$ cat config.mk
export PLATFORM = sky130hd
export DESIGN_NAME = circle_span_rasterizer_top
export DESIGN_NICKNAME = d
export VERILOG_FILES = /design/src/design/cspan_pkg.sv /design/src/design/cspan_front.sv /design/src/design/cspan_sqrt.sv /design/src/design/cspan_back.sv /design/src/design/circle_span_rasterizer_top.sv
export SDC_FILE = /design/constraint.sdc
export NUM_CORES = 2
export LEC_CHECK = 0
export BUFFER_PORTS_ARGS = -buffer_cell sky130_fd_sc_hd__buf_2
export CORE_UTILIZATION = 57
export DETAILED_ROUTE_END_ITERATION = 6
export PLACE_DENSITY_LB_ADDON = 0.15
export SYNTH_ARGS = -nofsm -noshare
export SYNTH_HDL_FRONTEND = slang
export SYNTH_HIERARCHICAL = 1
export SYNTH_SLANG_ARGS = --single-unit
$ cat constraint.sdc
create_clock -name i_clk -period 17.19 [get_ports i_clk]
set_clock_uncertainty 0.1 [all_clocks]
set_input_delay 0.8595 -clock i_clk [delete_from_list [all_inputs] [get_ports i_clk]]
set_output_delay 0.8595 -clock i_clk [all_outputs]
set_load 0.02 [all_outputs]
$ cat src/design/cspan_pkg.sv
// ----------------------------------------------------------------------------
// cspan_pkg
// Shared widths, register codes, reset values and types of the circle span
// rasterizer.
// ----------------------------------------------------------------------------
package cspan_pkg;

    // Field widths.
    localparam int ROW_W     = 10;
    localparam int COORD_W   = 12;
    localparam int COLOR_W   = 32;
    localparam int EDGE_W    = 24;
    localparam int RADIUS_W  = 9;
    localparam int DIM_W     = 13;
    localparam int SHADE_W   = 8;
    localparam int CFG_W     = 13;
    localparam int CFG_IDX_W = 2;

    // Signed working width for frame coordinates before clipping.
    localparam int SPAN_W = 14;

    // Parameter defaults.
    localparam int DEF_MAX_RADIUS = 512;
    localparam int DEF_FRAC_BITS  = 8;

    // Register indexes.
    localparam logic [CFG_IDX_W-1:0] REG_RADIUS       = 2'd0;
    localparam logic [CFG_IDX_W-1:0] REG_FRAME_WIDTH  = 2'd1;
    localparam logic [CFG_IDX_W-1:0] REG_FRAME_HEIGHT = 2'd2;
    localparam logic [CFG_IDX_W-1:0] REG_SHADE_MAX    = 2'd3;

    // Register reset values.
    localparam int                 RST_RADIUS       = 438;
    localparam logic [DIM_W-1:0]   RST_FRAME_WIDTH  = 13'd800;
    localparam logic [DIM_W-1:0]   RST_FRAME_HEIGHT = 13'd600;
    localparam logic [SHADE_W-1:0] RST_SHADE_MAX    = 8'd140;

    // Legal span of the clipping width.
    localparam logic [DIM_W-1:0] FW_MIN = 13'd2;
    localparam logic [DIM_W-1:0] FW_MAX = 13'd4096;

    // Configuration as held by the top level; radius and width are stored
    // already saturated.
    typedef struct packed {
        logic [RADIUS_W-1:0] radius;
        logic [DIM_W-1:0]    frame_width;
        logic [DIM_W-1:0]    frame_height;
        logic [SHADE_W-1:0]  shade_max;
    } t_cfg;

    // Fields that ride along the root pipeline untouched.
    typedef struct packed {
        logic signed [COORD_W-1:0] cx;
        logic [COORD_W-1:0]        y;
        logic [COLOR_W-1:0]        color;
    } t_side;

endpackage

$ cat src/design/cspan_front.sv
// ----------------------------------------------------------------------------
// cspan_front
// Row qualification, frame row computation and the row product
// row * (2r - row) that feeds the root pipeline.
// ----------------------------------------------------------------------------
module cspan_front #(
    parameter int RAD_BITS = 9
) (
    input  logic                                 i_clk,
    input  logic                                 i_rst_n,
    input  cspan_pkg::t_cfg                      i_cfg,
    input  logic                                 i_valid,
    output logic                                 o_ready,
    input  logic [cspan_pkg::ROW_W-1:0]          i_row,
    input  logic signed [cspan_pkg::COORD_W-1:0] i_center_x,
    input  logic signed [cspan_pkg::COORD_W-1:0] i_center_y,
    input  logic [cspan_pkg::COLOR_W-1:0]        i_fill_color,
    output logic                                 o_valid,
    output logic [2*RAD_BITS-1:0]                o_prod,
    output cspan_pkg::t_side                     o_side,
    input  logic                                 i_ready
);
    import cspan_pkg::*;

    localparam int MW = 2*RAD_BITS + 2;

    logic [RAD_BITS-1:0]     rad;
    logic [RAD_BITS:0]       two_r;
    logic signed [SPAN_W-1:0] y;
    logic                    keep;
    logic [RAD_BITS:0]       d_row;
    t_side                   side;
    logic [MW-1:0]           mult;
    logic                    rdy1;
    logic                    rdy2;

    logic                    r_f1_v;
    logic [RAD_BITS:0]       r_f1_row;
    logic [RAD_BITS:0]       r_f1_d;
    t_side                   r_f1_side;
    logic                    r_f2_v;
    logic [2*RAD_BITS-1:0]   r_f2_prod;
    t_side                   r_f2_side;

    always_comb begin
        rad   = i_cfg.radius[RAD_BITS-1:0];
        two_r = {rad, 1'b0};
        y     = $signed(SPAN_W'(i_row)) + SPAN_W'(i_center_y) - $signed(SPAN_W'(rad));
        // A row is kept when it lies inside the circle and inside the frame.
        keep  = (i_row < ROW_W'(two_r)) && !y[SPAN_W-1] &&
                (y[SPAN_W-2:0] < i_cfg.frame_height);
        d_row = two_r - i_row[RAD_BITS:0];
        side.cx    = i_center_x;
        side.y     = y[COORD_W-1:0];
        side.color = i_fill_color;
    end

    assign mult = MW'(r_f1_row) * MW'(r_f1_d);

    assign rdy2    = !r_f2_v || i_ready;
    assign rdy1    = !r_f1_v || rdy2;
    assign o_ready = rdy1;

    always_ff @(posedge i_clk) begin
        if (!i_rst_n) begin
            r_f1_v <= 1'b0;
            r_f2_v <= 1'b0;
        end else begin
            if (rdy1) begin
                r_f1_v <= i_valid && keep;
            end
            if (rdy2) begin
                r_f2_v <= r_f1_v;
            end
        end
    end

    always_ff @(posedge i_clk) begin
        if (rdy1) begin
            r_f1_row  <= i_row[RAD_BITS:0];
            r_f1_d    <= d_row;
            r_f1_side <= side;
        end
        if (rdy2) begin
            r_f2_prod <= mult[2*RAD_BITS-1:0];
            r_f2_side <= r_f1_side;
        end
    end

    assign o_valid = r_f2_v;
    assign o_prod  = r_f2_prod;
    assign o_side  = r_f2_side;

endmodule

$ cat src/design/cspan_sqrt.sv
// ----------------------------------------------------------------------------
// cspan_sqrt
// Pipelined restoring square root, one root bit per stage.
// ----------------------------------------------------------------------------
module cspan_sqrt #(
    parameter int ROOT_W = 17
) (
    input  logic                  i_clk,
    input  logic                  i_rst_n,
    input  logic                  i_valid,
    output logic                  o_ready,
    input  logic [2*ROOT_W-1:0]   i_rad,
    input  cspan_pkg::t_side      i_side,
    output logic                  o_valid,
    output logic [ROOT_W-1:0]     o_root,
    output cspan_pkg::t_side      o_side,
    input  logic                  i_ready
);
    import cspan_pkg::*;

    localparam int RAD_W = 2*ROOT_W;
    localparam int REM_W = ROOT_W + 1;
    localparam int TRY_W = ROOT_W + 3;

    // Stage inputs and next values.
    logic [REM_W-1:0]  c_rem_in  [ROOT_W];
    logic [ROOT_W-1:0] c_q_in    [ROOT_W];
    logic [RAD_W-1:0]  c_rad_in  [ROOT_W];
    t_side             c_side_in [ROOT_W];
    logic [ROOT_W-1:0] c_v_in;
    logic [TRY_W-1:0]  c_acc     [ROOT_W];
    logic [TRY_W-1:0]  c_trial   [ROOT_W];
    logic [TRY_W-1:0]  c_diff    [ROOT_W];
    logic [ROOT_W-1:0] c_ge;
    logic [ROOT_W:0]   rdy;

    // Stage registers; the last stage keeps only the root and the side fields.
    logic [ROOT_W-1:0] r_v;
    logic [ROOT_W-1:0] r_q    [ROOT_W];
    t_side             r_side [ROOT_W];
    logic [REM_W-1:0]  r_rem  [ROOT_W-1];
    logic [RAD_W-1:0]  r_rad  [ROOT_W-1];

    assign rdy[ROOT_W] = i_ready;

    for (genvar k = 0; k < ROOT_W; k++) begin : gen_stage
        if (k == 0) begin : gen_first
            assign c_rem_in[k]  = '0;
            assign c_q_in[k]    = '0;
            assign c_rad_in[k]  = i_rad;
            assign c_side_in[k] = i_side;
            assign c_v_in[k]    = i_valid;
        end else begin : gen_next
            assign c_rem_in[k]  = r_rem[k-1];
            assign c_q_in[k]    = r_q[k-1];
            assign c_rad_in[k]  = r_rad[k-1];
            assign c_side_in[k] = r_side[k-1];
            assign c_v_in[k]    = r_v[k-1];
        end

        // Bring down the next pair of radicand bits and try 4q+1.
        assign c_acc[k]   = {c_rem_in[k], c_rad_in[k][RAD_W-1 -: 2]};
        assign c_trial[k] = {1'b0, c_q_in[k], 2'b01};
        assign c_ge[k]    = c_acc[k] >= c_trial[k];
        assign c_diff[k]  = c_ge[k] ? (c_acc[k] - c_trial[k]) : c_acc[k];

        assign rdy[k] = !r_v[k] || rdy[k+1];

        always_ff @(posedge i_clk) begin
            if (!i_rst_n) begin
                r_v[k] <= 1'b0;
            end else if (rdy[k]) begin
                r_v[k] <= c_v_in[k];
            end
        end

        always_ff @(posedge i_clk) begin
            if (rdy[k]) begin
                r_q[k]    <= {c_q_in[k][ROOT_W-2:0], c_ge[k]};
                r_side[k] <= c_side_in[k];
            end
        end

        if (k < ROOT_W-1) begin : gen_carry
            always_ff @(posedge i_clk) begin
                if (rdy[k]) begin
                    r_rem[k] <= c_diff[k][REM_W-1:0];
                    r_rad[k] <= {c_rad_in[k][RAD_W-3:0], 2'b00};
                end
            end
        end
    end

    assign o_ready = rdy[0];
    assign o_valid = r_v[ROOT_W-1];
    assign o_root  = r_q[ROOT_W-1];
    assign o_side  = r_side[ROOT_W-1];

endmodule

$ cat src/design/cspan_back.sv
// ----------------------------------------------------------------------------
// cspan_back
// Span clipping, edge columns and edge gray, then the output register.
// ----------------------------------------------------------------------------
module cspan_back #(
    parameter int RAD_BITS  = 9,
    parameter int FRAC_BITS = 8
) (
    input  logic                              i_clk,
    input  logic                              i_rst_n,
    input  cspan_pkg::t_cfg                   i_cfg,
    input  logic                              i_valid,
    output logic                              o_ready,
    input  logic [RAD_BITS+FRAC_BITS-1:0]     i_root,
    input  cspan_pkg::t_side                  i_side,
    output logic                              o_valid,
    input  logic                              i_ready,
    output logic [cspan_pkg::COORD_W-1:0]     o_span_y,
    output logic [cspan_pkg::COORD_W-1:0]     o_left_edge_x,
    output logic [cspan_pkg::COORD_W-1:0]     o_right_edge_x,
    output logic [cspan_pkg::COLOR_W-1:0]     o_span_color,
    output logic [cspan_pkg::EDGE_W-1:0]      o_edge_pixel
);
    import cspan_pkg::*;

    localparam int ROOT_W = RAD_BITS + FRAC_BITS;
    localparam int PROD_W = FRAC_BITS + SHADE_W + 1;
    localparam logic signed [SPAN_W-1:0] ONE_S = SPAN_W'(1);

    logic [RAD_BITS-1:0]      ih;
    logic [FRAC_BITS-1:0]     frac;
    logic signed [SPAN_W-1:0] cx_ext;
    logic signed [SPAN_W-1:0] ih_ext;
    logic signed [SPAN_W-1:0] wm1;
    logic signed [SPAN_W-1:0] start0;
    logic signed [SPAN_W-1:0] start1;
    logic signed [SPAN_W-1:0] start2;
    logic signed [SPAN_W-1:0] end0;
    logic signed [SPAN_W-1:0] end1;
    logic signed [SPAN_W-1:0] right;
    logic signed [SPAN_W-1:0] left;
    logic [FRAC_BITS:0]       weight;
    logic [PROD_W-1:0]        prod;
    logic                     rdy_b;
    logic                     rdy_o;

    logic                     r_b_v;
    logic [COORD_W-1:0]       r_b_y;
    logic [COORD_W-1:0]       r_b_left;
    logic [COORD_W-1:0]       r_b_right;
    logic [COLOR_W-1:0]       r_b_color;
    logic [PROD_W-1:0]        r_b_prod;
    logic                     r_o_v;
    logic [COORD_W-1:0]       r_o_y;
    logic [COORD_W-1:0]       r_o_left;
    logic [COORD_W-1:0]       r_o_right;
    logic [COLOR_W-1:0]       r_o_color;
    logic [SHADE_W-1:0]       r_o_gray;

    always_comb begin
        ih     = i_root[ROOT_W-1:FRAC_BITS];
        frac   = i_root[FRAC_BITS-1:0];
        cx_ext = SPAN_W'($signed(i_side.cx));
        ih_ext = $signed(SPAN_W'(ih));
        wm1    = $signed(SPAN_W'(i_cfg.frame_width)) - ONE_S;
        start0 = cx_ext - ih_ext;
        end0   = cx_ext + ih_ext;
        // Fill start is held inside 1..W-1; the end only at W-1, so a span
        // wholly left of the frame collapses onto the start column.
        start1 = (start0 < ONE_S) ? ONE_S : start0;
        start2 = (start1 > wm1) ? wm1 : start1;
        end1   = (end0 > wm1) ? wm1 : end0;
        right  = (end1 > start2) ? end1 : start2;
        left   = start2 - ONE_S;
        weight = {1'b1, {FRAC_BITS{1'b0}}} - {1'b0, frac};
        prod   = PROD_W'(i_cfg.shade_max) * PROD_W'(weight);
    end

    assign rdy_o   = !r_o_v || i_ready;
    assign rdy_b   = !r_b_v || rdy_o;
    assign o_ready = rdy_b;

    always_ff @(posedge i_clk) begin
        if (!i_rst_n) begin
            r_b_v <= 1'b0;
            r_o_v <= 1'b0;
        end else begin
            if (rdy_b) begin
                r_b_v <= i_valid;
            end
            if (rdy_o) begin
                r_o_v <= r_b_v;
            end
        end
    end

    always_ff @(posedge i_clk) begin
        if (rdy_b) begin
            r_b_y     <= i_side.y;
            r_b_left  <= left[COORD_W-1:0];
            r_b_right <= right[COORD_W-1:0];
            r_b_color <= i_side.color;
            r_b_prod  <= prod;
        end
        if (rdy_o) begin
            r_o_y     <= r_b_y;
            r_o_left  <= r_b_left;
            r_o_right <= r_b_right;
            r_o_color <= r_b_color;
            r_o_gray  <= r_b_prod[FRAC_BITS +: SHADE_W];
        end
    end

    assign o_valid        = r_o_v;
    assign o_span_y       = r_o_y;
    assign o_left_edge_x  = r_o_left;
    assign o_right_edge_x = r_o_right;
    assign o_span_color   = r_o_color;
    assign o_edge_pixel   = {r_o_gray, r_o_gray, r_o_gray};

endmodule

$ cat src/design/circle_span_rasterizer_top.sv
// ----------------------------------------------------------------------------
// circle_span_rasterizer_top
// One horizontal span of an antialiased filled circle per scanline row.
// ----------------------------------------------------------------------------
//
//  Channel  Direction  Handshake                  Payload
//  -------  ---------  -------------------------  ------------------------------
//  in       to block   i_in_valid / o_in_stall    row, center_x, center_y,
//                                                 fill_color
//  out      from block o_out_valid / i_out_stall  span_y, left/right edge x,
//                                                 span_color, edge_pixel
//  cfg      to block   i_cfg_we                   i_cfg_idx, i_cfg_data
//
// A new transaction can enter on every clock cycle while o_in_stall is low. The
// pipeline has two front stages, one root pipeline stage per root bit, one
// clipping stage and the output register. Reset is synchronous and clears the
// valid bits and the configuration registers to their documented values. A
// stall on the output holds only the stages that are full; empty stages keep
// filling, so nothing is lost or repeated. Rows outside the circle or the
// frame are accepted and dropped in the first stage.
//
module circle_span_rasterizer_top #(
    parameter int MAX_RADIUS = cspan_pkg::DEF_MAX_RADIUS,
    parameter int FRAC_BITS  = cspan_pkg::DEF_FRAC_BITS
) (
    input  logic                                 i_clk,
    input  logic                                 i_rst_n,
    // Configuration write port.
    input  logic                                 i_cfg_we,
    input  logic [cspan_pkg::CFG_IDX_W-1:0]      i_cfg_idx,
    input  logic [cspan_pkg::CFG_W-1:0]          i_cfg_data,
    // Input channel.
    input  logic                                 i_in_valid,
    output logic                                 o_in_stall,
    input  logic [cspan_pkg::ROW_W-1:0]          i_row,
    input  logic signed [cspan_pkg::COORD_W-1:0] i_center_x,
    input  logic signed [cspan_pkg::COORD_W-1:0] i_center_y,
    input  logic [cspan_pkg::COLOR_W-1:0]        i_fill_color,
    // Output channel.
    output logic                                 o_out_valid,
    input  logic                                 i_out_stall,
    output logic [cspan_pkg::COORD_W-1:0]        o_span_y,
    output logic [cspan_pkg::COORD_W-1:0]        o_left_edge_x,
    output logic [cspan_pkg::COORD_W-1:0]        o_right_edge_x,
    output logic [cspan_pkg::COLOR_W-1:0]        o_span_color,
    output logic [cspan_pkg::EDGE_W-1:0]         o_edge_pixel
);
    import cspan_pkg::*;

    // The saturated radius needs at most log2(MAX_RADIUS) bits, and never
    // more than the register itself holds.
    localparam int RB_LOG   = $clog2(MAX_RADIUS);
    localparam int RAD_BITS = (RB_LOG < RADIUS_W) ? RB_LOG : RADIUS_W;
    localparam int ROOT_W   = RAD_BITS + FRAC_BITS;
    localparam int RMAX     = MAX_RADIUS - 1;
    localparam logic [RADIUS_W-1:0] RADIUS_SAT = RADIUS_W'(RMAX);
    localparam logic [RADIUS_W-1:0] RADIUS_RST =
        (RST_RADIUS > RMAX) ? RADIUS_SAT : RADIUS_W'(RST_RADIUS);

    t_cfg                  r_cfg;

    logic                  f_ready;
    logic                  f_valid;
    logic [2*RAD_BITS-1:0] f_prod;
    t_side                 f_side;
    logic                  s_ready;
    logic                  s_valid;
    logic [ROOT_W-1:0]     s_root;
    t_side                 s_side;
    logic                  b_ready;

    // Configuration registers. Radius and width are saturated on the way in
    // so the datapath never has to clamp them.
    always_ff @(posedge i_clk) begin
        if (!i_rst_n) begin
            r_cfg.radius       <= RADIUS_RST;
            r_cfg.frame_width  <= RST_FRAME_WIDTH;
            r_cfg.frame_height <= RST_FRAME_HEIGHT;
            r_cfg.shade_max    <= RST_SHADE_MAX;
        end else if (i_cfg_we) begin
            unique case (i_cfg_idx)
                REG_RADIUS: begin
                    r_cfg.radius <= (int'(i_cfg_data[RADIUS_W-1:0]) > RMAX) ?
                                    RADIUS_SAT : i_cfg_data[RADIUS_W-1:0];
                end
                REG_FRAME_WIDTH: begin
                    if (i_cfg_data < FW_MIN) begin
                        r_cfg.frame_width <= FW_MIN;
                    end else if (i_cfg_data > FW_MAX) begin
                        r_cfg.frame_width <= FW_MAX;
                    end else begin
                        r_cfg.frame_width <= i_cfg_data;
                    end
                end
                REG_FRAME_HEIGHT: begin
                    r_cfg.frame_height <= i_cfg_data;
                end
                REG_SHADE_MAX: begin
                    r_cfg.shade_max <= i_cfg_data[SHADE_W-1:0];
                end
            endcase
        end
    end

    // Row qualification and the row product.
    cspan_front #(
        .RAD_BITS(RAD_BITS)
    ) u_front (
        .i_clk        (i_clk),
        .i_rst_n      (i_rst_n),
        .i_cfg        (r_cfg),
        .i_valid      (i_in_valid),
        .o_ready      (f_ready),
        .i_row        (i_row),
        .i_center_x   (i_center_x),
        .i_center_y   (i_center_y),
        .i_fill_color (i_fill_color),
        .o_valid      (f_valid),
        .o_prod       (f_prod),
        .o_side       (f_side),
        .i_ready      (s_ready)
    );

    // The half-width in fixed point: the radicand carries the product scaled
    // by two to the power of twice the fraction width.
    cspan_sqrt #(
        .ROOT_W(ROOT_W)
    ) u_sqrt (
        .i_clk   (i_clk),
        .i_rst_n (i_rst_n),
        .i_valid (f_valid),
        .o_ready (s_ready),
        .i_rad   ({f_prod, {(2*FRAC_BITS){1'b0}}}),
        .i_side  (f_side),
        .o_valid (s_valid),
        .o_root  (s_root),
        .o_side  (s_side),
        .i_ready (b_ready)
    );

    // Clipping, edge shading and the output register.
    cspan_back #(
        .RAD_BITS  (RAD_BITS),
        .FRAC_BITS (FRAC_BITS)
    ) u_back (
        .i_clk          (i_clk),
        .i_rst_n        (i_rst_n),
        .i_cfg          (r_cfg),
        .i_valid        (s_valid),
        .o_ready        (b_ready),
        .i_root         (s_root),
        .i_side         (s_side),
        .o_valid        (o_out_valid),
        .i_ready        (!i_out_stall),
        .o_span_y       (o_span_y),
        .o_left_edge_x  (o_left_edge_x),
        .o_right_edge_x (o_right_edge_x),
        .o_span_color   (o_span_color),
        .o_edge_pixel   (o_edge_pixel)
    );

    assign o_in_stall = !f_ready;

endmodule
Word-level counts from Yosys, hierarchy flattened
Memory sizes are Yosys's and may differ from the RTL's.
Index checks and enable logic that the tools add are counted.
- bits in registers: 374
- latch bits: 0
- RAM bits: 2041
- ROM bits: 0
- bits of input ports: 86
- logic and storage cells: 211
- memories kept: 4
- memory list (memory ; depth ; width ; read ports ; clocked after memory_dff ; wr ports ; RTL line ; source):
    u_sqrt.r_side ; 17 ; 56 ; 17 ; 0 ; 17 ; cspan_sqrt.sv:40 ; t_side r_side [ROOT_W];
    u_sqrt.r_rad ; 16 ; 32 ; 16 ; 0 ; 16 ; cspan_sqrt.sv:42 ; logic [RAD_W-1:0] r_rad [ROOT_W-1];
    u_sqrt.r_q ; 17 ; 17 ; 17 ; 0 ; 17 ; cspan_sqrt.sv:39 ; logic [ROOT_W-1:0] r_q [ROOT_W];
    u_sqrt.r_rem ; 16 ; 18 ; 16 ; 0 ; 16 ; cspan_sqrt.sv:41 ; logic [REM_W-1:0] r_rem [ROOT_W-1];
- add/subtract/negate cells: 24
- multipliers: 2
- divide/modulo/power cells: 0
- order comparisons: 25
- equality and inequality tests: 3
- shift operators: 0
- multiplexer cells: 56
- bitwise operators: 0
- reductions and logical operators: 53
- operator list (kind ; count):
    20-bit by 19-bit greater-or-equal comparator with 1-bit output ; 16
    18-bit two-way mux ; 16
    18-bit subtractor ; 15
    14-bit > comparator ; 3
    14-bit two-way mux ; 3
    1-bit two-way mux ; 34
    13-bit two-way mux ; 2
    1-bit logical NOT ; 24
    1-bit logical OR ; 21
    10-bit by 10-bit multiplier with 18-bit output ; 1
    8-bit by 9-bit multiplier with 16-bit output ; 1
    14-bit by 2-bit less-than comparator with 1-bit output (second input constant) ; 1
    13-bit by 1-bit subtractor with 14-bit output (second input constant) ; 1
    14-bit by 10-bit subtractor with 14-bit output ; 1
    11-bit by 12-bit adder with 13-bit output ; 1
    12-bit by 10-bit adder with 13-bit output ; 1
    13-bit > comparator (second input constant) ; 1
    13-bit less-than comparator ; 1
    13-bit by 2-bit less-than comparator with 1-bit output (second input constant) ; 1
    12-bit by 10-bit subtractor with 13-bit output ; 1
    12-bit two-way mux ; 1
    12-bit by 2-bit subtractor with 12-bit output (second input constant) ; 1
    10-bit less-than comparator ; 1
    10-bit subtractor ; 1
    other kinds (8) ; 14

Logic depth before layout (Yosys ltp)
- word-level depth: 23
- mapped depth: 38
- mapped depth without buffers: 32

Cells and area by module
Netlist, hierarchy kept.
- modules (own cells, without submodules) (module ; instances ; cells each ; area each (um^2) ; sequential area each (um^2)):
    cspan_sqrt ; 1 ; 3377 ; 60910.9 ; 49737.7
    cspan_back ; 1 ; 889 ; 10138.5 ; 4604.4
    cspan_front ; 1 ; 756 ; 9307.7 ; 4514.3
    circle_span_rasterizer_top ; 1 ; 184 ; 1651.6 ; 860.8

Least setup slack after synthesis
Ideal clock, no wire load.
- path kind: input port to output port
- start: input i_out_stall
- end: output o_in_stall
- data arrival time: 15.705 ns
- data required time: 16.230 ns
- path slack: 0.525 ns
- cell stages on the path: 15
- cells stage by stage: inv_1 > nor2b_1 > nand2_1 > nand2b_1 > nor2_1 > inv_1 > nor3_2 > and3_1 > clkbuf_1 > nand4_1 > nor2_1 > nand2_1 > nor2b_1 > nand2_1 > inv_1
- word-level cells in the longest chain between the ends: 23
- RTL lines (element ; RTL line ; source):
    start: declaration ; circle_span_rasterizer_top.sv:41 ; input logic i_out_stall,
    1-bit logical NOT ; circle_span_rasterizer_top.sv:154 ; .i_ready (!i_out_stall),
    1-bit logical OR ; cspan_back.sv:79 ; assign rdy_o = !r_o_v || i_ready;
    1-bit logical OR ; cspan_back.sv:80 ; assign rdy_b = !r_b_v || rdy_o;
    named net b_ready ; circle_span_rasterizer_top.sv:70 ; logic b_ready;
    1-bit logical OR ; cspan_sqrt.sv:67 ; assign rdy[k] = !r_v[k] || rdy[k+1];
    named net u_sqrt.rdy[16] ; cspan_sqrt.sv:35 ; logic [ROOT_W:0] rdy;
    1-bit logical OR ; cspan_sqrt.sv:67 ;
    named net u_sqrt.rdy[15] ; cspan_sqrt.sv:35 ;
    1-bit logical OR (13 in a row) ; cspan_sqrt.sv:67 ;
    named net u_sqrt.rdy[2] ; cspan_sqrt.sv:35 ;
    1-bit logical OR (2 in a row) ; cspan_sqrt.sv:67 ;
    named net s_ready ; circle_span_rasterizer_top.sv:66 ; logic s_ready;
    1-bit logical OR ; cspan_front.sv:60 ; assign rdy2 = !r_f2_v || i_ready;
    1-bit logical OR ; cspan_front.sv:61 ; assign rdy1 = !r_f1_v || rdy2;
    named net f_ready ; circle_span_rasterizer_top.sv:62 ; logic f_ready;
    1-bit logical NOT ; circle_span_rasterizer_top.sv:162 ; assign o_in_stall = !f_ready;
    end: declaration ; circle_span_rasterizer_top.sv:34 ; output logic o_in_stall,
The timed path passes the listed nets, and every way through them passes these cells.

==> run_results.csv <==
group,metric,value,unit
run_status,status,"finished clean",
cts,post_cts.repair.setup_buffers,0,
cts,cts_hold_buf,0,
timing,fin_crit,8.64,ns
routing,firstDrtPassIters,6,
run,cap_viol_max_count,0,
timing,final.setup.worst_slack,8.55,ns
min_path,hold-path-endpoint,"u_front/r_f1_side[44]$_DFFE_PP_",
setup_path,cp_max_fo,24,
timing,fmax,116,MHz
routing,routedWlPerCell,18.0,µm
cts,post_cts_resize_count,0,
cells_and_area,nets,6070,
routing,num_vias,40600,
timing,tightest_slew,1.11,ns
cts,htree_num_levels,4,
floorplan,fp.dieW,381,µm
timing,hold_viol,0,
cts,clk_root_buffer_cell,"clkbuf_16",
setup_path,required,17.63,ns
global_routing,grt_pass1_vias,40500,
setup_path,end_kind,"register",
cells_and_area,area_growth,11.8,%
setup_path,crit_family,"compound AO/OA/AOI/OAI gates",
setup_path,path_class,"register to register",
cells_and_area,fin_area,91700,µm²
synth,synth.avg_cell_area,15.8,µm²
pwr,switching_share,27.4,%
routing,wl,137,mm
synth,synth_top_cell_by_area,"edfxtp_1",
min_path,min_path_type,"primary input to register",
global_routing,use_met2,32.3,%
cts,clock_path_buffers,3,
timing,finalSetupViolations,0,
synth,synth_edf_count,1946,
synth,synth_seq_cells,2010,
floorplan,dieArea,145000,µm²
place,place_area,85200,µm²
timing,rsz0062_at_grt,"no",
cts,clock_latency,0.82,ns
pwr,power.share.combinational,21.0,%
min_path,hold_depth,1,
setup_path,r2r-end,"u_back/r_b_right[11]$_DFFE_PP_",
timing,slew_headroom,25.9,%
pwr,seqPwrFrac,49.3,%
floorplan,rows,138,
synth,yosysSeqAreaShare,72.8,%
cts,cts_tree,"done",
timing,finalSetupTns,0,ns
synth,async_flop_share,0,%
setup_path,worstSetupStartpoint,"u_sqrt/r_q[0][265]$_DFFE_PP_",
synth,yosysWarnings,6,
routing,vias_per_cell,5.35,
global_routing,grt_overflow,0,
global_routing,grt_pass1_wl,218,mm
timing,holdWs,0.114,ns
floorplan,die_h,381,µm
setup_path,arrival,9.08,ns
timing,final_min_period_over_clock_period,50.3,%
pwr,p_int,10.4,mW
floorplan,core_area,142000,µm²
synth,ys.flop_type,"edfxtp_1",
setup_path,cpPeakStageDelay,0.76,ns
setup_path,cp.depth,28,
global_routing,met3_usage,2.89,%
pwr,irDropWorstVdd,0.263,mV
pwr,clkPwrFrac,29.6,%
setup_path,ff2ff_path_depth,28,
setup_path,slowest_stage,"nor3_1",
global_routing,busiest_layer,"met2",
pwr,p_per_area,156,nW/µm²
synth,synth_top_area_share,71.3,%
setup_path,r2r_setup_slack,8.55,ns
setup_path,critPathBufInv,3,
cts,clkSinkCount,2010,
cts,cts_made_buffers,192,
global_routing,grt_antenna_before_repair,1,
routing,drc_errors,0,
timing,report.final.slew_viol_count,0,
global_routing,grt_max_degree,76,
synth,synth.distinct_cells,107,
cells_and_area,layout_common_cells,"edfxtp_1 (1946), inv_1 (437), ha_1 (349), nand2_1 (316), nor2_1 (252)",
setup_path,crit_top_cell,"ha_1",
place,gp_congestion,0.862,
place,dp_hpwl,94.6,mm
cells_and_area,final_common_cell,"edfxtp_1",
pwr,p_leak,36.8,nW
synth,synth.area.top_cells,"edfxtp_1 (71%), ha_1 (5.3%), fa_1 (2.6%)",
routing,drt_iter0_drc,2544,
place,port_buffers,179,
pwr,p_switching,3.92,mW
place,pre_cts_slack,8.53,ns
floorplan,start_util,57.7,%
floorplan,ios,180,
synth,syn_area,82000,µm²
setup_path,r2r_start,"u_sqrt/r_q[0][265]$_DFFE_PP_",
global_routing,grt_util_all_layers,19.1,%
routing,ant_nets,0,
global_routing,met1_usage,25.6,%
setup_path,start_kind,"register",
cts,clk_pin_slew,0.07,ns
synth,synth_cells,5206,
cells_and_area,layout-drive-gt1-share,10.9,%
min_path,hp-start,"i_center_x[0]",
==> flip-flops by register name (all words and copies together), names as in the netlist, 16 cells and up <==
signal,cells
u_front/o_side,56
r_cfg,43
u_front/r_f1_side,56
u_front/o_prod,18
u_back/o_span_color,32
u_sqrt/r_q,153
u_sqrt/c_v_in,16
u_sqrt/r_rad,272
u_sqrt/r_side,952
u_sqrt/r_rem,268
u_back/r_b_color,32
==> logic make-up after synthesis <==
group                      after synthesis  synth area share, %
and+or+nand+nor                       1111                 6.78
DFF                                   2010                 72.8
muxes                                   59                0.790
buffers and inverters                  542                 2.64
AOI/OAI and AO/OA                      729                 5.85
other                                    2              0.00916
adders and majority gates              455                 7.91
xor gates and xnor gates               298                 3.19
==> routing by layer <==
layer  part of all wire, %  vias up  routed length, µm
met1                    44    19800              60800
met5                     0        -                  0
li1                      -    19800                  -
met3                   3.8      231               5210
met4                   2.4        0               3320
met2                    49      758              67600
==> worst reg2reg max path, delay by kind of cell, from the launching register on <==
family,cells,cell delay (ns)
buffers and inverters,3,0.27
adder cells (fa/ha/maj),4,1.48
flip-flops,1,0.44
AND/OR/NAND/NOR,9,2.42
XOR/XNOR,1,0.18
multiplexers,1,0.35
AO/OA/AOI/OAI,10,3.15
==> worst max-delay path by stage <==
stage / slack (ns) / to
after floorplan: 0.53 / o_in_stall
after global placement: 8.56 / u_back/r_b_right[4]$_DFFE_PP_
after detailed placement: 8.53 / u_back/r_b_right[11]$_DFFE_PP_
after CTS: 8.49 / u_back/r_b_right[4]$_DFFE_PP_
after global routing: 8.02 / u_back/r_b_right[4]$_DFFE_PP_
final: 8.55 / u_back/r_b_right[11]$_DFFE_PP_
==> power groups by stage <==
| stage | combinational, mW | clock [mW] | sequential (mW) |
|---|---|---|---|
| finish | 3.01 | 4.24 | 7.07 |
| global route | 3.43 | 4.54 | 7.16 |
| CTS | 3.04 | 4.36 | 7.08 |
| detailed placement | 3.01 | 0 | 7.18 |
| global placement | 2.97 | 0 | 7.15 |
| floorplan | 2.35 | 0 | 7.01 |
==> final cells by class <==
type                            count  area, µm²
Clock buffer                      232       4950
Sequential cell                  2010      59700
Clock inverter                    130       1580
Timing Repair Buffer              210       1130
Multi-Input combinational cell   2669      20300
Antenna cell                        1       2.50
Tap cell                         1890       2360
Inverter                          446       1680
Fill cell                       10000      50400
==> Yosys cell counts (15+ instances only) <==
master and count:
o31ai_1 23, clkbuf_1 54, or3_1 33, nor3_1 69, ha_1 349, o21ai_0 129
and3_1 21, mux2_2 34, a21o_1 56, nor2_1 252, o21bai_1 18, dfxtp_1 64
nor4_1 42, nand4_1 31, buf_2 17, mux2i_1 22, a21boi_0 28, fa_1 106
or4_1 17, o21a_1 61, nand3_1 76, edfxtp_1 1946, nor2b_1 43, a21oi_1 223
xnor2_1 175, a22o_1 15, and2_1 86, o211ai_1 17, nand2b_1 37, xor2_1 122
inv_1 444, buf_4 19, nand2_1 324, a211oi_1 21
==> stage by stage <==
step	utilization [%]	power, mW	instances
2_1_floorplan	-	9.36	5221
3_3_place_gp	59.9	10.1	7225
3_5_place_dp	59.9	10.2	7225
4_1_cts	64.5	14.5	7587
5_1_grt	64.5	15.1	7588
6_report	64.5	14.3	7588
Note: power is estimated with default switching activity, not from simulation.
